`config.mk`:
```
export PLATFORM = sky130hd
export DESIGN_NAME = fnut_match
export DESIGN_NICKNAME = d
export VERILOG_FILES = /design/src/rtl/fnut_pkg.sv /design/src/rtl/fnut_match.sv
export SDC_FILE = /design/constraint.sdc
export NUM_CORES = 1
export LEC_CHECK = 0
export BUFFER_PORTS_ARGS = -buffer_cell sky130_fd_sc_hd__buf_2
export CAP_MARGIN = 20
export CORE_AREA = 4 4 41 43
export DETAILED_ROUTE_END_ITERATION = 8
export DIE_AREA = 0 0 45 47
export SYNTH_ARGS = -nofsm -noshare
export SYNTH_HDL_FRONTEND = slang
export SYNTH_SLANG_ARGS = --single-unit
```
`constraint.sdc`:
```
create_clock -name vclk -period 1
set_clock_uncertainty 0.1 [all_clocks]
set_input_delay 0.15 -clock vclk [all_inputs]
set_output_delay 0.15 -clock vclk [all_outputs]
set_load 0.1 [all_outputs]
```
`src/rtl/fnut_pkg.sv`:
```
`timescale 1ns / 1ps

package fnut_pkg;

  // operator codes
  localparam logic [3:0] OP_PROP    = 4'd0;
  localparam logic [3:0] OP_TRUE    = 4'd1;
  localparam logic [3:0] OP_FALSE   = 4'd2;
  localparam logic [3:0] OP_NOT     = 4'd3;
  localparam logic [3:0] OP_NEXT    = 4'd4;
  localparam logic [3:0] OP_AND     = 4'd5;
  localparam logic [3:0] OP_OR      = 4'd6;
  localparam logic [3:0] OP_UNTIL   = 4'd7;
  localparam logic [3:0] OP_RELEASE = 4'd8;

  // status codes
  localparam logic [1:0] ST_OK    = 2'd0;
  localparam logic [1:0] ST_FULL  = 2'd1;
  localparam logic [1:0] ST_NOARG = 2'd2;

  localparam int unsigned NODE_W = 21;

  typedef struct packed {
    logic [3:0] op;
    logic [7:0] a0;
    logic [7:0] a1;
  } req_t;

  typedef struct packed {
    logic       pr;
    logic [7:0] a1;
    logic [7:0] a0;
    logic [3:0] op;
  } node_t;

  // number of node operands an operator refers to
  function automatic logic [1:0] arity(input logic [3:0] op);
    logic [1:0] n;
    n = 2'd0;
    if (op == OP_NOT || op == OP_NEXT) begin
      n = 2'd1;
    end else if (op == OP_AND || op == OP_OR || op == OP_UNTIL || op == OP_RELEASE) begin
      n = 2'd2;
    end
    return n;
  endfunction

endpackage

```
`src/rtl/fnut_match.sv`:
```
`timescale 1ns / 1ps

module fnut_match (
  input  fnut_pkg::node_t node_i,
  input  fnut_pkg::req_t  req_i,
  output logic            hit_o
);
  import fnut_pkg::*;

  // prop nodes ignore the second argument
  assign hit_o = (node_i.op == req_i.op) && (node_i.a0 == req_i.a0) &&
                 ((req_i.op == OP_PROP) || (node_i.a1 == req_i.a1));

endmodule

```
Word level (Yosys, flattened, before mapping)

Cells that the tools add are included.

Bits in latches: 0
Memories: 0
Bits in writable memories: 0
Output and inout port bits: 1
Register bits: 0
Memory bits (read-only): 0
Logic and storage cells: 7

Mux-type cells: 0
Bitwise operators: 0
Div/mod/pow operators: 0
$add $sub $neg: 0
Shift-type cells: 0
Eq/ne operators: 3
Reductions and logical operators: 4
Multipliers: 0
Order comparisons: 0

Operator list:

| cell              | number |
|---|---|
| == test 8 bit     | 2 |
| == test 4 bit     | 1 |
| zero test 4 bit   | 1 |
| logical AND 1 bit | 2 |
| logical OR 1 bit  | 1 |

Longest topological paths before layout

Depth in word-level cells: 3
Gate-level depth with buffers: 4
Gate-level depth less buffers: 4

Worst setup path after synthesis

OpenSTA, ideal clock, no wires.

Path kind: input to output
From: input port req_i[6] (netlist bit)
To: output port hit_o
Path buffers: 0
Cell stages on the path: 4
Path slack: -1.535 ns
Arrival time: 2.285 ns
Cells stage by stage: xor2_1 -> nor4_1 -> a21oi_1 -> nor4_2

Word-level cells in the longest chain between the ends: 3

Ends and longest elaborated chain:

| what              | line             | source |
|---|---|---|
| from (decl)       | fnut_match.sv:5  | `input fnut_pkg::req_t req_i,` |
| == test 8 bit     | fnut_match.sv:12 | `((req_i.op == OP_PROP) \|\| (node_i.a1 == req_i.a1));` |
| logical OR 1 bit  | fnut_match.sv:12 |  |
| logical AND 1 bit | fnut_match.sv:11 | `assign hit_o = (node_i.op == req_i.op) && (node_i.a0 == req_i.a0) &&` |
| to (decl)         | fnut_match.sv:6  | `output logic hit_o` |

No other way between the ends.

Final worst setup path

Ends and elaborated chain as after synthesis.

==> flow_metrics.env <==
export IMPL_status="finished with violations"
export IMPL_violations="setup timing"
export IMPL_grt_use_total=0.0661
export IMPL_fin_util=0.377
export IMPL_slowest_delay_ns=0.26
export IMPL_seq_area_um2=0
export IMPL_synthXorXnorAreaFrac=0.761
export IMPL_post_dp_cell_area_um2=478
export IMPL_vias=359
export IMPL_fin_nets=112
export IMPL_setup_viol=1
export IMPL_floorplan_initialDensity=0.177
export IMPL_worst_setup_path_start_kind="input port"
export IMPL_n_antenna_cell=0
export IMPL_syn2layout_area_growth_pct=113
export IMPL_synth_compound_area_frac=0.0217
export IMPL_drt_iter0_drc=0
export IMPL_antenna_found_initial=0
export IMPL_grt_pass1_vias=322
export IMPL_ctsHoldBuffers=0
export IMPL_path_max_fanout=1
export IMPL_vias_per_cell=4.27
export IMPL_nClkBuffers=0
export IMPL_wl_met1_um=260
export IMPL_crit_family="simple AND/OR/NAND/NOR gates"
export IMPL_wirelength_um=783
export IMPL_worst_path_buf_inv=2
export IMPL_cp_required_ns=0.75
export IMPL_post_route_min_period_ns=1.48
export IMPL_wl_met2_um=325
export IMPL_die_w_um=45
export IMPL_drc=0
export IMPL_leakagePower_nw=0.242
export IMPL_yosysSeqAreaShare=0
export IMPL_final_cell_mix="40 x buf_2, 12 x xnor2_1, 8 x xor2_1, 3 x nand4_1, 2 x nor4_2"
export IMPL_grt_overflow=0
export IMPL_gp_congestion=0.611
export IMPL_max_freq_ghz=0.675
export IMPL_final_antenna_net_count=0
export IMPL_hp_class="in -> out"
export IMPL_synth_nets=69
export IMPL_syn_area_um2=230
export IMPL_final_area_um2=490
export IMPL_rows=13
export IMPL_hold_viol_final=0
export IMPL_setup_slack_ns=-0.481
export IMPL_dieArea_um2=2120
export IMPL_synth_mux_area_frac=0
export IMPL_slew_headroom=0.768
export IMPL_p_per_area_nw_per_um2=362
export IMPL_synth_distinct_cells=6
export IMPL_detail_route_wl_per_cell_um=9.32
export IMPL_synth_avg_cell_area_um2=8.22
export IMPL_ir_worst_vdd_mv=0.126
export IMPL_synth_fa_ha_area_frac=0
export IMPL_rsz0062_at_grt="true"
export IMPL_synthSimpleGateAreaFrac=0.217
export IMPL_grt_pass1_wl_um=1120
export IMPL_post_place_ws_ns=-0.508
export IMPL_drive_above_1_share=0.638
export IMPL_yosys_warnings=0
export IMPL_grt_max_degree=3
export IMPL_portBuffers=41
export IMPL_die_height_um=47
export IMPL_n_sequential_cell=0
export IMPL_drtPass1Iterations=1
export IMPL_syn_instance_count=28
export IMPL_hpwl_um=724
export IMPL_fillCellCount=143
export IMPL_power_total_uw=178
export IMPL_worstMarginPinSlew_ns=0.345
export IMPL_post_route_period_util=1.48
export IMPL_wl_met3_um=197
export IMPL_crit_type="in -> out"
export IMPL_synth_top_family_by_area="XOR/XNOR gates"
export IMPL_top_layer="met3"
export IMPL_maxSlewViolCount=0
export IMPL_io_pins=42
export IMPL_setup_tns_final_ns=-0.481
export IMPL_max_cap_violations=0
export IMPL_final_common_cell="buf_2"
export IMPL_crit_path_top_delay_cell="nor4_2"
export IMPL_worstPathCellList="buf_2 > xor2_1 > nor4_2 > a21oi_1 > nor4_4 > buf_12"
export IMPL_worstPathArrival_ns=1.23
export IMPL_coreArea_um2=1300
export IMPL_critPathCaptureType="output pin"
==> path summary, 6_finish.rpt <==
check | start | to | cells past startpoint
setup / recovery | req_i[6] | hit_o | 6
hold / removal | node_i[4] | hit_o | 5
==> where the power goes <==
group	leakage, nW	switching (mW)	internal (mW)
registers	0	0	0
logic	0.242	0.0711	0.107
clock network	0	0	0
total	0.242	0.0711	0.107
==> synth_stat cells <==
cell | instances | area, um^2
xor2_1 | 8 | 70.1
nand4_1 | 3 | 18.8
xnor2_1 | 12 | 105
a21oi_1 | 1 | 5.00
nor4_2 | 1 | 12.5
nor4_1 | 3 | 18.8
==> final cells by class <==
class | count | area (um^2) | area share
multi-input combinational | 28 | 251 | 0.513
timing repair buffer | 41 | 220 | 0.449
tap | 15 | 18.8 | 0.0383
==> metal layers <==
metal	vias to the layer above	GRT usage
met5	-	0
met4	0	0
met3	0	0.0115
met2	35	0.133
met1	142	0.0764
li1	182	-
==> through the flow <==
stage                     instances  hold WS [ns]
after floorplan                  28         0.486
after detailed placement         84         0.683
after CTS                        84         0.685
after global routing             84         0.706
after global placement           84         0.681
final                            84         0.676
==> what timing repair did <==
item | 4_1_cts | 5_1_grt
pin swaps | 0 | 0
setup buffers | 0 | 0
setup endpoints to repair | 1 | 1
gates resized for setup | 0 | 2
==> kinds of logic (layout without fill, tap and decap cells) <==
logic type / after synthesis / in the layout
and+or+nand+nor: 7 / 7
xor gates and xnor gates: 20 / 20
AOI/OAI and AO/OA: 1 / 1
buffers and inverters: 0 / 41
(Power assumes the default switching activity.)
